==> src/design/i2cm_pkg.sv <==
// ----------------------------------------------------------------------------
// i2cm_pkg
// Shared types, codes and segment tables of the I2C register access master.
// ----------------------------------------------------------------------------
`default_nettype none

package i2cm_pkg;

	localparam int unsigned CMD_W      = 3;
	localparam int unsigned BYTE_W     = 8;
	localparam int unsigned DEV_W      = 7;
	localparam int unsigned PHASE_W    = 6;
	localparam int unsigned SEG_IDX_W  = 3;
	localparam int unsigned CFG_IDX_W  = 1;
	localparam int unsigned CFG_DATA_W = DEV_W;

	localparam logic [PHASE_W-1:0] PHASE_IDLE = 6'd63;

	localparam logic [DEV_W-1:0] RTC_DEV_RESET = 7'd104;
	localparam logic [DEV_W-1:0] MEM_DEV_RESET = 7'd80;

	localparam logic [PHASE_W-1:0] LEN_START = 6'd5;
	localparam logic [PHASE_W-1:0] LEN_SEND  = 6'd27;
	localparam logic [PHASE_W-1:0] LEN_READ  = 6'd21;
	localparam logic [PHASE_W-1:0] LEN_STOP  = 6'd4;
	localparam logic [PHASE_W-1:0] LEN_END   = 6'd1;

	localparam logic [PHASE_W-1:0] SEND_ACK_SETUP = 6'd24;
	localparam logic [PHASE_W-1:0] SEND_ACK_HIGH  = 6'd25;
	localparam logic [PHASE_W-1:0] READ_BITS_LAST = 6'd16;
	localparam logic [PHASE_W-1:0] READ_NACK      = 6'd17;
	localparam logic [PHASE_W-1:0] READ_NACK_HIGH = 6'd18;
	localparam logic [PHASE_W-1:0] READ_NACK_LOW  = 6'd19;

	typedef enum logic [CMD_W-1:0] {
		CMD_TICK   = 3'd0,
		CMD_REG_WR = 3'd1,
		CMD_REG_RD = 3'd2,
		CMD_MEM_WR = 3'd3,
		CMD_MEM_RD = 3'd4
	} cmd_t;

	typedef enum logic [CFG_IDX_W-1:0] {
		CFG_RTC_DEV = 1'b0,
		CFG_MEM_DEV = 1'b1
	} cfg_idx_t;

	typedef enum logic [2:0] {
		SEG_END   = 3'd0,
		SEG_START = 3'd1,
		SEG_SEND  = 3'd2,
		SEG_READ  = 3'd3,
		SEG_STOP  = 3'd4
	} seg_kind_t;

	typedef enum logic [2:0] {
		SEL_NONE  = 3'd0,
		SEL_DEV_W = 3'd1,
		SEL_DEV_R = 3'd2,
		SEL_ADDR  = 3'd3,
		SEL_DATA  = 3'd4,
		SEL_ZERO  = 3'd5
	} byte_sel_t;

	localparam seg_kind_t SEG_KIND_TAB [0:3][0:7] = '{
		'{SEG_START, SEG_SEND, SEG_SEND, SEG_SEND, SEG_STOP, SEG_END, SEG_END, SEG_END},
		'{SEG_START, SEG_SEND, SEG_SEND, SEG_START, SEG_SEND, SEG_READ, SEG_STOP, SEG_END},
		'{SEG_START, SEG_SEND, SEG_SEND, SEG_SEND, SEG_SEND, SEG_STOP, SEG_END, SEG_END},
		'{SEG_START, SEG_SEND, SEG_SEND, SEG_SEND, SEG_START, SEG_SEND, SEG_READ, SEG_STOP}
	};

	localparam byte_sel_t SEG_BYTE_TAB [0:3][0:7] = '{
		'{SEL_NONE, SEL_DEV_W, SEL_ADDR, SEL_DATA, SEL_NONE, SEL_NONE, SEL_NONE, SEL_NONE},
		'{SEL_NONE, SEL_DEV_W, SEL_ADDR, SEL_NONE, SEL_DEV_R, SEL_NONE, SEL_NONE, SEL_NONE},
		'{SEL_NONE, SEL_DEV_W, SEL_ZERO, SEL_ADDR, SEL_DATA, SEL_NONE, SEL_NONE, SEL_NONE},
		'{SEL_NONE, SEL_DEV_W, SEL_ZERO, SEL_ADDR, SEL_NONE, SEL_DEV_R, SEL_NONE, SEL_NONE}
	};

	typedef struct packed {
		logic [PHASE_W-1:0]   phase;
		logic [1:0]           sub;
		logic [BYTE_W-1:0]    shreg;
		logic [SEG_IDX_W-1:0] seg_idx;
		logic [CMD_W-1:0]     lcmd;
		logic [BYTE_W-1:0]    laddr;
		logic [BYTE_W-1:0]    lwdata;
		logic [BYTE_W-1:0]    rxbyte;
		logic                 ackerr;
		logic                 scl;
		logic                 sda;
		logic                 drv;
	} seq_state_t;

	typedef struct packed {
		logic              scl_level;
		logic              sda_level;
		logic              sda_drive;
		logic              busy_res;
		logic              done_res;
		logic [BYTE_W-1:0] read_data;
		logic              ack_error;
	} step_res_t;

	function automatic logic [PHASE_W-1:0] seg_len(seg_kind_t kind);
		case (kind)
			SEG_START: return LEN_START;
			SEG_SEND:  return LEN_SEND;
			SEG_READ:  return LEN_READ;
			SEG_STOP:  return LEN_STOP;
			default:   return LEN_END;
		endcase
	endfunction

endpackage

`default_nettype wire

==> src/design/i2cm_item_if.sv <==
// ----------------------------------------------------------------------------
// i2cm_item_if
// Input channel: one tick with an optional command and the sampled SDA level.
// ----------------------------------------------------------------------------
`default_nettype none

interface i2cm_item_if;
	logic       valid;
	logic       ready;
	logic [2:0] cmd;
	logic [7:0] reg_address;
	logic [7:0] write_data;
	logic       sda_in;

	modport source (output valid, cmd, reg_address, write_data, sda_in, input ready);
	modport sink   (input valid, cmd, reg_address, write_data, sda_in, output ready);
endinterface

`default_nettype wire

==> src/design/i2cm_result_if.sv <==
// ----------------------------------------------------------------------------
// i2cm_result_if
// Result channel: pin levels and transaction status after one tick.
// ----------------------------------------------------------------------------
`default_nettype none

interface i2cm_result_if;
	logic       valid;
	logic       ready;
	logic       scl_level;
	logic       sda_level;
	logic       sda_drive;
	logic       busy_res;
	logic       done_res;
	logic [7:0] read_data;
	logic       ack_error;

	modport source (output valid, scl_level, sda_level, sda_drive, busy_res, done_res,
		read_data, ack_error, input ready);
	modport sink   (input valid, scl_level, sda_level, sda_drive, busy_res, done_res,
		read_data, ack_error, output ready);
endinterface

`default_nettype wire

==> src/design/i2cm_step.sv <==
// ----------------------------------------------------------------------------
// i2cm_step
// One bus step: command latch, segment decode, pin update and next phase.
// ----------------------------------------------------------------------------
`default_nettype none

module i2cm_step
	import i2cm_pkg::*;
(
	input  seq_state_t        st,
	input  logic [CMD_W-1:0]  cmd,
	input  logic [BYTE_W-1:0] reg_address,
	input  logic [BYTE_W-1:0] write_data,
	input  logic              sda_in,
	input  logic [DEV_W-1:0]  rtc_dev,
	input  logic [DEV_W-1:0]  mem_dev,
	output seq_state_t        st_nxt,
	output step_res_t         res
);

	seq_state_t         n;
	logic               busy;
	logic               done;
	logic               last;
	logic [1:0]         row;
	seg_kind_t          kind;
	byte_sel_t          sel;
	logic [PHASE_W-1:0] p;
	logic [PHASE_W-1:0] pn;
	logic [1:0]         sub;
	logic [BYTE_W-1:0]  sh;
	logic [DEV_W-1:0]   dev;
	logic               is_mem;

	always_comb begin
		n    = st;
		busy = 1'b0;
		done = 1'b0;
		last = 1'b0;
		sub  = 2'd0;
		sh   = '0;
		pn   = '0;

		if (st.phase == PHASE_IDLE && cmd >= CMD_REG_WR && cmd <= CMD_MEM_RD) begin
			n.lcmd    = cmd;
			n.laddr   = reg_address;
			n.lwdata  = write_data;
			n.ackerr  = 1'b0;
			n.seg_idx = '0;
			n.phase   = '0;
		end

		row    = n.lcmd[1:0] - 2'd1;
		kind   = SEG_KIND_TAB[row][n.seg_idx];
		sel    = SEG_BYTE_TAB[row][n.seg_idx];
		p      = n.phase;
		is_mem = (n.lcmd == CMD_MEM_WR) || (n.lcmd == CMD_MEM_RD);
		dev    = is_mem ? mem_dev : rtc_dev;

		if (n.phase != PHASE_IDLE) begin
			busy = 1'b1;
			unique case (kind)
				SEG_START: begin
					case (p)
						6'd0: begin
							n.drv = 1'b1;
							n.scl = 1'b0;
						end
						6'd1: n.sda = 1'b1;
						6'd2: n.scl = 1'b1;
						6'd3: n.sda = 1'b0;
						default: n.scl = 1'b0;
					endcase
				end
				SEG_SEND: begin
					sub = (p == '0) ? 2'd0 : n.sub;
					sh  = n.shreg;
					if (p == '0) begin
						case (sel)
							SEL_DEV_W: sh = {dev, 1'b0};
							SEL_DEV_R: sh = {dev, 1'b1};
							SEL_ADDR:  sh = n.laddr;
							SEL_DATA:  sh = n.lwdata;
							default:   sh = '0;
						endcase
					end
					if (p < SEND_ACK_SETUP) begin
						case (sub)
							2'd0: begin
								n.drv = 1'b1;
								n.sda = sh[BYTE_W-1];
							end
							2'd1: n.scl = 1'b1;
							default: begin
								n.scl = 1'b0;
								sh    = {sh[BYTE_W-2:0], 1'b0};
							end
						endcase
						n.sub = (sub == 2'd2) ? 2'd0 : sub + 2'd1;
					end else if (p == SEND_ACK_SETUP) begin
						n.drv = 1'b1;
						n.sda = 1'b1;
					end else if (p == SEND_ACK_HIGH) begin
						n.drv = 1'b0;
						n.sda = 1'b1;
						n.scl = 1'b1;
					end else begin
						if (sda_in)
							n.ackerr = 1'b1;
						n.scl = 1'b0;
						n.drv = 1'b1;
						n.sda = 1'b1;
					end
					n.shreg = sh;
				end
				SEG_READ: begin
					if (p == '0) begin
						n.drv   = 1'b1;
						n.sda   = 1'b1;
						n.shreg = '0;
					end else if (p <= READ_BITS_LAST) begin
						if (p[0]) begin
							n.drv = 1'b0;
							n.sda = 1'b1;
							n.scl = 1'b1;
						end else begin
							n.shreg = {n.shreg[BYTE_W-2:0], sda_in};
							n.scl   = 1'b0;
						end
					end else if (p == READ_NACK) begin
						n.drv    = 1'b1;
						n.sda    = 1'b1;
						n.rxbyte = n.shreg;
					end else if (p == READ_NACK_HIGH) begin
						n.scl = 1'b1;
					end else if (p == READ_NACK_LOW) begin
						n.scl = 1'b0;
					end else begin
						n.sda = 1'b1;
					end
				end
				SEG_STOP: begin
					n.drv = 1'b1;
					case (p)
						6'd0: n.sda = 1'b0;
						6'd1: n.scl = 1'b1;
						6'd2: n.sda = 1'b1;
						default: begin
							n.scl = 1'b0;
							last  = 1'b1;
						end
					endcase
				end
				default: last = 1'b1;
			endcase

			if (last) begin
				n.phase   = PHASE_IDLE;
				n.seg_idx = '0;
				done      = 1'b1;
			end else begin
				pn = p + 6'd1;
				if (pn >= seg_len(kind)) begin
					n.phase   = '0;
					n.seg_idx = n.seg_idx + 3'd1;
				end else begin
					n.phase = pn;
				end
			end
		end
	end

	assign st_nxt = n;

	always_comb begin
		res.scl_level = n.scl;
		res.sda_level = n.sda;
		res.sda_drive = n.drv;
		res.busy_res  = busy;
		res.done_res  = done;
		res.read_data = n.rxbyte;
		res.ack_error = n.ackerr;
	end

endmodule

`default_nettype wire

==> src/design/i2c_master_register_access_unit.sv <==
// ----------------------------------------------------------------------------
// i2c_master_register_access_unit
// Tick-stepped I2C master running register and memory byte transactions.
// ----------------------------------------------------------------------------
//  channel   dir  handshake     beat contents
//  item      in   valid/ready   cmd, reg_address, write_data, sda_in
//  result    out  valid/ready   scl_level, sda_level, sda_drive, busy_res,
//                               done_res, read_data, ack_error
//  cfg       in   cfg_we        cfg_index, cfg_data (device addresses)
//
//  One beat per cycle while result is ready; a beat's result is valid once
//  it passes the input register, then step logic into the result register.
//  The bus sequencer state advances once per beat, when the input register
//  moves into the result register.
//  Reset: idle, SCL and SDA high and driven, device addresses 104 and 80.
//  A stalled result holds the pipeline; item ready drops only when both
//  the input register and the result register are full.
// ----------------------------------------------------------------------------
`default_nettype none

module i2c_master_register_access_unit
	import i2cm_pkg::*;
(
	input  logic                  clk,
	input  logic                  arst_n,
	input  logic                  cfg_we,
	input  logic [CFG_IDX_W-1:0]  cfg_index,
	input  logic [CFG_DATA_W-1:0] cfg_data,
	i2cm_item_if.sink             item,
	i2cm_result_if.source         result
);

	logic              valid_s1;
	logic [CMD_W-1:0]  cmd_s1;
	logic [BYTE_W-1:0] addr_s1;
	logic [BYTE_W-1:0] wdata_s1;
	logic              sda_s1;

	logic              out_valid_q;
	step_res_t         res_q;

	seq_state_t        st_q;
	seq_state_t        st_nxt;
	step_res_t         res_nxt;

	logic [DEV_W-1:0]  rtc_dev_q;
	logic [DEV_W-1:0]  mem_dev_q;

	logic              advance;
	logic              item_take;

	assign advance   = valid_s1 && (!out_valid_q || result.ready);
	assign item.ready = !valid_s1 || advance;
	assign item_take = item.valid && item.ready;

	always_ff @(posedge clk or negedge arst_n) begin
		if (!arst_n) begin
			valid_s1 <= 1'b0;
		end else if (item_take) begin
			valid_s1 <= 1'b1;
		end else if (advance) begin
			valid_s1 <= 1'b0;
		end
	end

	always_ff @(posedge clk) begin
		if (item_take) begin
			cmd_s1   <= item.cmd;
			addr_s1  <= item.reg_address;
			wdata_s1 <= item.write_data;
			sda_s1   <= item.sda_in;
		end
	end

	always_ff @(posedge clk or negedge arst_n) begin
		if (!arst_n) begin
			rtc_dev_q <= RTC_DEV_RESET;
			mem_dev_q <= MEM_DEV_RESET;
		end else if (cfg_we) begin
			unique case (cfg_idx_t'(cfg_index))
				CFG_RTC_DEV: rtc_dev_q <= cfg_data;
				CFG_MEM_DEV: mem_dev_q <= cfg_data;
			endcase
		end
	end

	i2cm_step u_step (
		.st          (st_q),
		.cmd         (cmd_s1),
		.reg_address (addr_s1),
		.write_data  (wdata_s1),
		.sda_in      (sda_s1),
		.rtc_dev     (rtc_dev_q),
		.mem_dev     (mem_dev_q),
		.st_nxt      (st_nxt),
		.res         (res_nxt)
	);

	always_ff @(posedge clk or negedge arst_n) begin
		if (!arst_n) begin
			st_q <= '{
				phase:   PHASE_IDLE,
				sub:     2'd0,
				shreg:   '0,
				seg_idx: '0,
				lcmd:    '0,
				laddr:   '0,
				lwdata:  '0,
				rxbyte:  '0,
				ackerr:  1'b0,
				scl:     1'b1,
				sda:     1'b1,
				drv:     1'b1
			};
		end else if (advance) begin
			st_q <= st_nxt;
		end
	end

	always_ff @(posedge clk or negedge arst_n) begin
		if (!arst_n) begin
			out_valid_q <= 1'b0;
		end else if (advance) begin
			out_valid_q <= 1'b1;
		end else if (result.ready) begin
			out_valid_q <= 1'b0;
		end
	end

	always_ff @(posedge clk) begin
		if (advance)
			res_q <= res_nxt;
	end

	assign result.valid     = out_valid_q;
	assign result.scl_level = res_q.scl_level;
	assign result.sda_level = res_q.sda_level;
	assign result.sda_drive = res_q.sda_drive;
	assign result.busy_res  = res_q.busy_res;
	assign result.done_res  = res_q.done_res;
	assign result.read_data = res_q.read_data;
	assign result.ack_error = res_q.ack_error;

`ifndef SYNTHESIS
	a_done_busy: assert property (@(posedge clk) disable iff (!arst_n)
		out_valid_q && res_q.done_res |-> res_q.busy_res)
		else $error("done without busy");

	a_done_idle: assert property (@(posedge clk) disable iff (!arst_n)
		advance && res_nxt.done_res |=> st_q.phase == PHASE_IDLE)
		else $error("sequencer not idle after stop");

	a_stall_hold: assert property (@(posedge clk) disable iff (!arst_n)
		valid_s1 && out_valid_q && !result.ready |=> valid_s1 && $stable(st_q))
		else $error("sequencer moved while result stalled");
`endif

endmodule

`default_nettype wire
==> src/flat_wrapper.sv <==
// flat-port wrapper written by rule: the top's interface ports become plain ports
module i2c_master_register_access_unit_flat import i2cm_pkg::*;
  (clk, arst_n, cfg_we, cfg_index, cfg_data, item_valid, item_cmd, item_reg_address, item_write_data, item_sda_in, item_ready, result_valid, result_scl_level, result_sda_level, result_sda_drive, result_busy_res, result_done_res, result_read_data, result_ack_error, result_ready);
  i2cm_item_if item_i ();
  i2cm_result_if result_i ();
  input  logic clk;
  input  logic arst_n;
  input  logic cfg_we;
  input  logic [CFG_IDX_W-1:0] cfg_index;
  input  logic [CFG_DATA_W-1:0] cfg_data;
  input wire logic [$bits(item_i.valid)-1:0] item_valid;
  input wire logic [$bits(item_i.cmd)-1:0] item_cmd;
  input wire logic [$bits(item_i.reg_address)-1:0] item_reg_address;
  input wire logic [$bits(item_i.write_data)-1:0] item_write_data;
  input wire logic [$bits(item_i.sda_in)-1:0] item_sda_in;
  output wire logic [$bits(item_i.ready)-1:0] item_ready;
  output wire logic [$bits(result_i.valid)-1:0] result_valid;
  output wire logic [$bits(result_i.scl_level)-1:0] result_scl_level;
  output wire logic [$bits(result_i.sda_level)-1:0] result_sda_level;
  output wire logic [$bits(result_i.sda_drive)-1:0] result_sda_drive;
  output wire logic [$bits(result_i.busy_res)-1:0] result_busy_res;
  output wire logic [$bits(result_i.done_res)-1:0] result_done_res;
  output wire logic [$bits(result_i.read_data)-1:0] result_read_data;
  output wire logic [$bits(result_i.ack_error)-1:0] result_ack_error;
  input wire logic [$bits(result_i.ready)-1:0] result_ready;
  assign item_i.valid = item_valid;
  assign item_i.cmd = item_cmd;
  assign item_i.reg_address = item_reg_address;
  assign item_i.write_data = item_write_data;
  assign item_i.sda_in = item_sda_in;
  assign item_ready = item_i.ready;
  assign result_valid = result_i.valid;
  assign result_scl_level = result_i.scl_level;
  assign result_sda_level = result_i.sda_level;
  assign result_sda_drive = result_i.sda_drive;
  assign result_busy_res = result_i.busy_res;
  assign result_done_res = result_i.done_res;
  assign result_read_data = result_i.read_data;
  assign result_ack_error = result_i.ack_error;
  assign result_i.ready = result_ready;
  i2c_master_register_access_unit u_core (.clk(clk), .arst_n(arst_n), .cfg_we(cfg_we), .cfg_index(cfg_index), .cfg_data(cfg_data), .item(item_i), .result(result_i));
endmodule
==> config.mk <==
export PLATFORM = sky130hd
export DESIGN_NAME = i2c_master_register_access_unit_flat
export DESIGN_NICKNAME = d
export VERILOG_FILES = /design/src/design/i2cm_pkg.sv /design/src/design/i2cm_item_if.sv /design/src/design/i2cm_result_if.sv /design/src/design/i2cm_step.sv /design/src/design/i2c_master_register_access_unit.sv /design/src/flat_wrapper.sv
export SDC_FILE = /design/constraint.sdc
export NUM_CORES = 1
export LEC_CHECK = 0
export BUFFER_PORTS_ARGS = -buffer_cell sky130_fd_sc_hd__buf_4
export CAP_MARGIN = 20
export CORE_MARGIN = 10
export CORE_UTILIZATION = 55
export CTS_CLUSTER_SIZE = 25
export DETAILED_ROUTE_END_ITERATION = 10
export HOLD_SLACK_MARGIN = 0.03
export PLACE_DENSITY = 0.83
export SKIP_CTS_REPAIR_TIMING = 1
export SLEW_MARGIN = 25
export SYNTH_ARGS = -nofsm -noshare
export SYNTH_HDL_FRONTEND = slang
export SYNTH_HIERARCHICAL = 1
export SYNTH_SLANG_ARGS = --single-unit
==> constraint.sdc <==
create_clock -name clk -period 4.7 [get_ports clk]
set_clock_uncertainty 0.05 [all_clocks]
set_input_delay 0.47 -clock clk [delete_from_list [all_inputs] [get_ports clk]]
set_output_delay 0.47 -clock clk [all_outputs]
set_load 0.02 [all_outputs]
==> impl_metrics.ini <==
[run]
drv_cap = 0

[setup_path]
reg2reg_from = u_core/cmd_s1[1]$_DFFE_PP_
endpoint_kind = flip-flop
r2r-end = u_core/st_q[32]$_DFFE_PN0P_
r2r_cells = 18
rrSetupSlack_ps = 270
crit_buf_inv = 1
slowest_stage = or4_4
crit_family = compound AO/OA/AOI/OAI gates
required_ps = 4890
critPathArrivalTime_ps = 4620
crit_type = reg2reg
worstPathMaxFanout = 7
critPathLaunchType = flip-flop
crit_path_max_incr_delay_ps = 550
crit_chain = o21a_2 -> or4_4 -> nand2_1 -> nand2_1 -> ha_2 -> mux2_4 -> o31ai_4 -> nor3_2 -> inv_1 -> ha_1 -> nand2b_1 -> a21o_1 -> a211oi_1 -> o21ai_1 -> or2_4 -> a31oi_1 -> o22ai_1 -> mux2_4

[logic_synthesis]
syn_nets = 635
synth.most_common_cell = nand2_1
yosysWarnings = 6
ys_types = 76
syn_inst = 589
synth_seq_cells = 100
synth-simple-area-share_pct = 15.8
synthArstFlopShare_pct = 66.0
synthAdderAreaFrac_pct = 2.59
synth_edf_count = 34
synth_area_leaders = dfrtp_1, edfxtp_1, mux2_4, dfstp_2, nand2_1
avgSynthCellArea_um2 = 10.7
synth_top_flop_cell = dfrtp_1
syn_area_um2 = 6290
synth_top_family_by_area = multiplexers
synth_xor_xnor_area_share_pct = 0.557
synthMuxAreaShare_pct = 17.8
synthTopCellsByCount = nand2_1, dfrtp_1, mux2_4
yosysTopAreaCellShare_pct = 20.7
yosys.area.top_type = dfrtp_1
ys_seq_area_share_pct = 42.8
synth_compound_area_share_pct = 15.1

[sta]
hold_slack_ps = 169
fin_crit_sh_pct = 94.3
hold_viol = 0
tightest_slew_ps = 870
slew_headroom_pct = 42.0
fmax_mhz = 226
setup_violations = 0
post-route-min-period_ps = 4430
worst_slack_ps = 267
finalSetupTns_ps = 0
timing.final.max_slew_violations = 0

[global_routing]
met2_usage_pct = 29.0
use_met3_pct = 3.62
grt_pass1_vias = 4797
overflow = 0
grt_start_max_net_pins = 67
grt_busiest_layer = met2
use_met1_pct = 23.1
grt.total_usage_pct = 18.1
grt_pass1_wl_mm = 24.2
antenna_found_initial = 0

[drt]
post-route-drc-count = 0
viasPerCell = 6.21
dr_total_vias = 4788
routedWlPerCell_um = 19.1
drt_pass1_iterations = 5
wirelength_mm = 14.7
drt_iter0_markers = 668
postRouteAntennaNets = 0

[final_layout]
area_delta_synth_final_pct = 13.1
final_nets = 672
drive_above_1_share_pct = 33.0
num_antenna_cells = 0
instances_no_fill = 771

[cts]
clkSlewWorstSetupHoldPaths_ps = 60
htreeDepth = 3
clk_latency_ps = 350
cts_tree = done
cts_sinks = 100
cts_buffers = 9
clockBufferDepth = 2
cts-root-buf = clkbuf_16

[floorplanning]
initial_core_util_pct = 57.0
die_area_um2 = 16100
rows = 38
fp.dieW_um = 127
io_pins = 49
core-area_um2 = 11000
die_y_um = 127

[place]
gp_congestion = 0.898
placed_cells = 751
place_ws_ps = 145
hpwl_mm = 10.4
port_buffers = 48

[power]
power_uw = 3960
vdd.ir_drop.worst_v = 0.000254
leakagePower_uw = 0.00320
cellPowerDensity_nw_per_um2 = 557

[worst_hold_path]
min_path_type = in2async

[status]
outcome = finished clean
-- stage by stage --
| step | utilization, % | area, µm² |
|---|---|---|
| 6_report | 64.5 | 7110 |
| 5_1_grt | 64.5 | 7110 |
| 4_1_cts | 63.6 | 7020 |
| 3_5_place_dp | 61.0 | 6720 |
| 3_3_place_gp | 61.0 | 6720 |
| 2_1_floorplan | - | 6350 |
-- cell type report --
type                            instances  area, µm²
Clock buffer                           11        233
Clock inverter                          5       60.1
Tap cell                              140        175
Timing Repair Buffer                   70        526
Inverter                               17       63.8
Sequential cell                       100       2690
Fill cell                             832       3920
Multi-Input combinational cell        428       3360
-- logic make-up after synthesis --
group / after synthesis
buf+inv: 61
simple gates: 200
mux: 84
flops: 100
xor+xnor: 4
compound gates: 127
fa+ha+maj: 13
-- metal layers --
metal	vias up	share of wire (%)
met5	-	0
met4	0	2.8
met3	39	6.4
met2	208	48
met1	2313	43
li1	2228	-
-- layout by cell type, fill, tap and decap left out, types with 4 or more instances in the layout --
| master | netlist | routed |
|---|---|---|
| o31a_1 | 6 | 6 |
| a21o_1 | 10 | 10 |
| dfstp_2 | 14 | 14 |
| edfxtp_1 | 34 | 34 |
| nand3_1 | 19 | 16 |
| mux2_2 | 25 | 24 |
| a21oi_1 | 24 | 22 |
| and2_1 | 10 | 10 |
| o31ai_1 | 4 | 4 |
| nor2_1 | 28 | 28 |
| buf_4 | 15 | 70 |
| inv_1 | 17 | 16 |
| nor3_2 | 2 | 4 |
| o21ai_0 | 21 | 20 |
| a221o_1 | 7 | 7 |
| a221oi_1 | 4 | 4 |
| nand2_1 | 86 | 85 |
| dfrtp_1 | 52 | 52 |
| mux2_4 | 49 | 50 |
| nor3_1 | 11 | 9 |
| a31oi_1 | 6 | 5 |
| nor2b_1 | 4 | 4 |
| clkbuf_16 | 0 | 9 |
| nand2b_1 | 9 | 9 |
| ha_1 | 13 | 11 |
| mux2i_1 | 10 | 10 |
-- how the worst max path moves through the flow --
stage / startpoint / end / slack [ps] / cells after the start
finish: u_core/cmd_s1[1]$_DFFE_PP_ / u_core/st_q[32]$_DFFE_PN0P_ / 270 / 18
global route: u_core/cmd_s1[1]$_DFFE_PP_ / u_core/st_q[32]$_DFFE_PN0P_ / -40 / 21
CTS: u_core/cmd_s1[1]$_DFFE_PP_ / u_core/st_q[32]$_DFFE_PN0P_ / 130 / 20
detailed placement: u_core/cmd_s1[1]$_DFFE_PP_ / u_core/st_q[32]$_DFFE_PN0P_ / 140 / 20
global placement: u_core/cmd_s1[1]$_DFFE_PP_ / u_core/st_q[32]$_DFFE_PN0P_ / 340 / 20
floorplan: u_core/st_q[46]$_DFFE_PN1P_ / u_core/st_q[32]$_DFFE_PN0P_ / 30 / 20
-- power breakdown --
| group | leakage (µW) | total (µW) | internal, µW | switching (µW) |
|---|---|---|---|---|
| clock | 0.000142 | 736 | 416 | 320 |
| combinational | 0.00189 | 1980 | 869 | 1110 |
| sequential | 0.00117 | 1240 | 1090 | 158 |
-- worst reg2reg max path, delay by kind of cell (launching register included) --
family / cells / cell delay [ps]
adder cells (fa/ha/maj): 2 / 450
AND/OR/NAND/NOR: 6 / 1240
buffers and inverters: 1 / 130
AO/OA/AOI/OAI: 7 / 1430
flip-flops: 1 / 480
multiplexers: 2 / 560
-- state kept, by name, indices dropped and copies added (netlist names), 3 cells and up --
signal,count
u_core/mem_dev_q,7
u_core/result.read_data,8
u_core/rtc_dev_q,7
u_core/cmd_s1,3
u_core/st_q,50
u_core/wdata_s1,8
u_core/addr_s1,8
(Power assumes the default switching activity.)
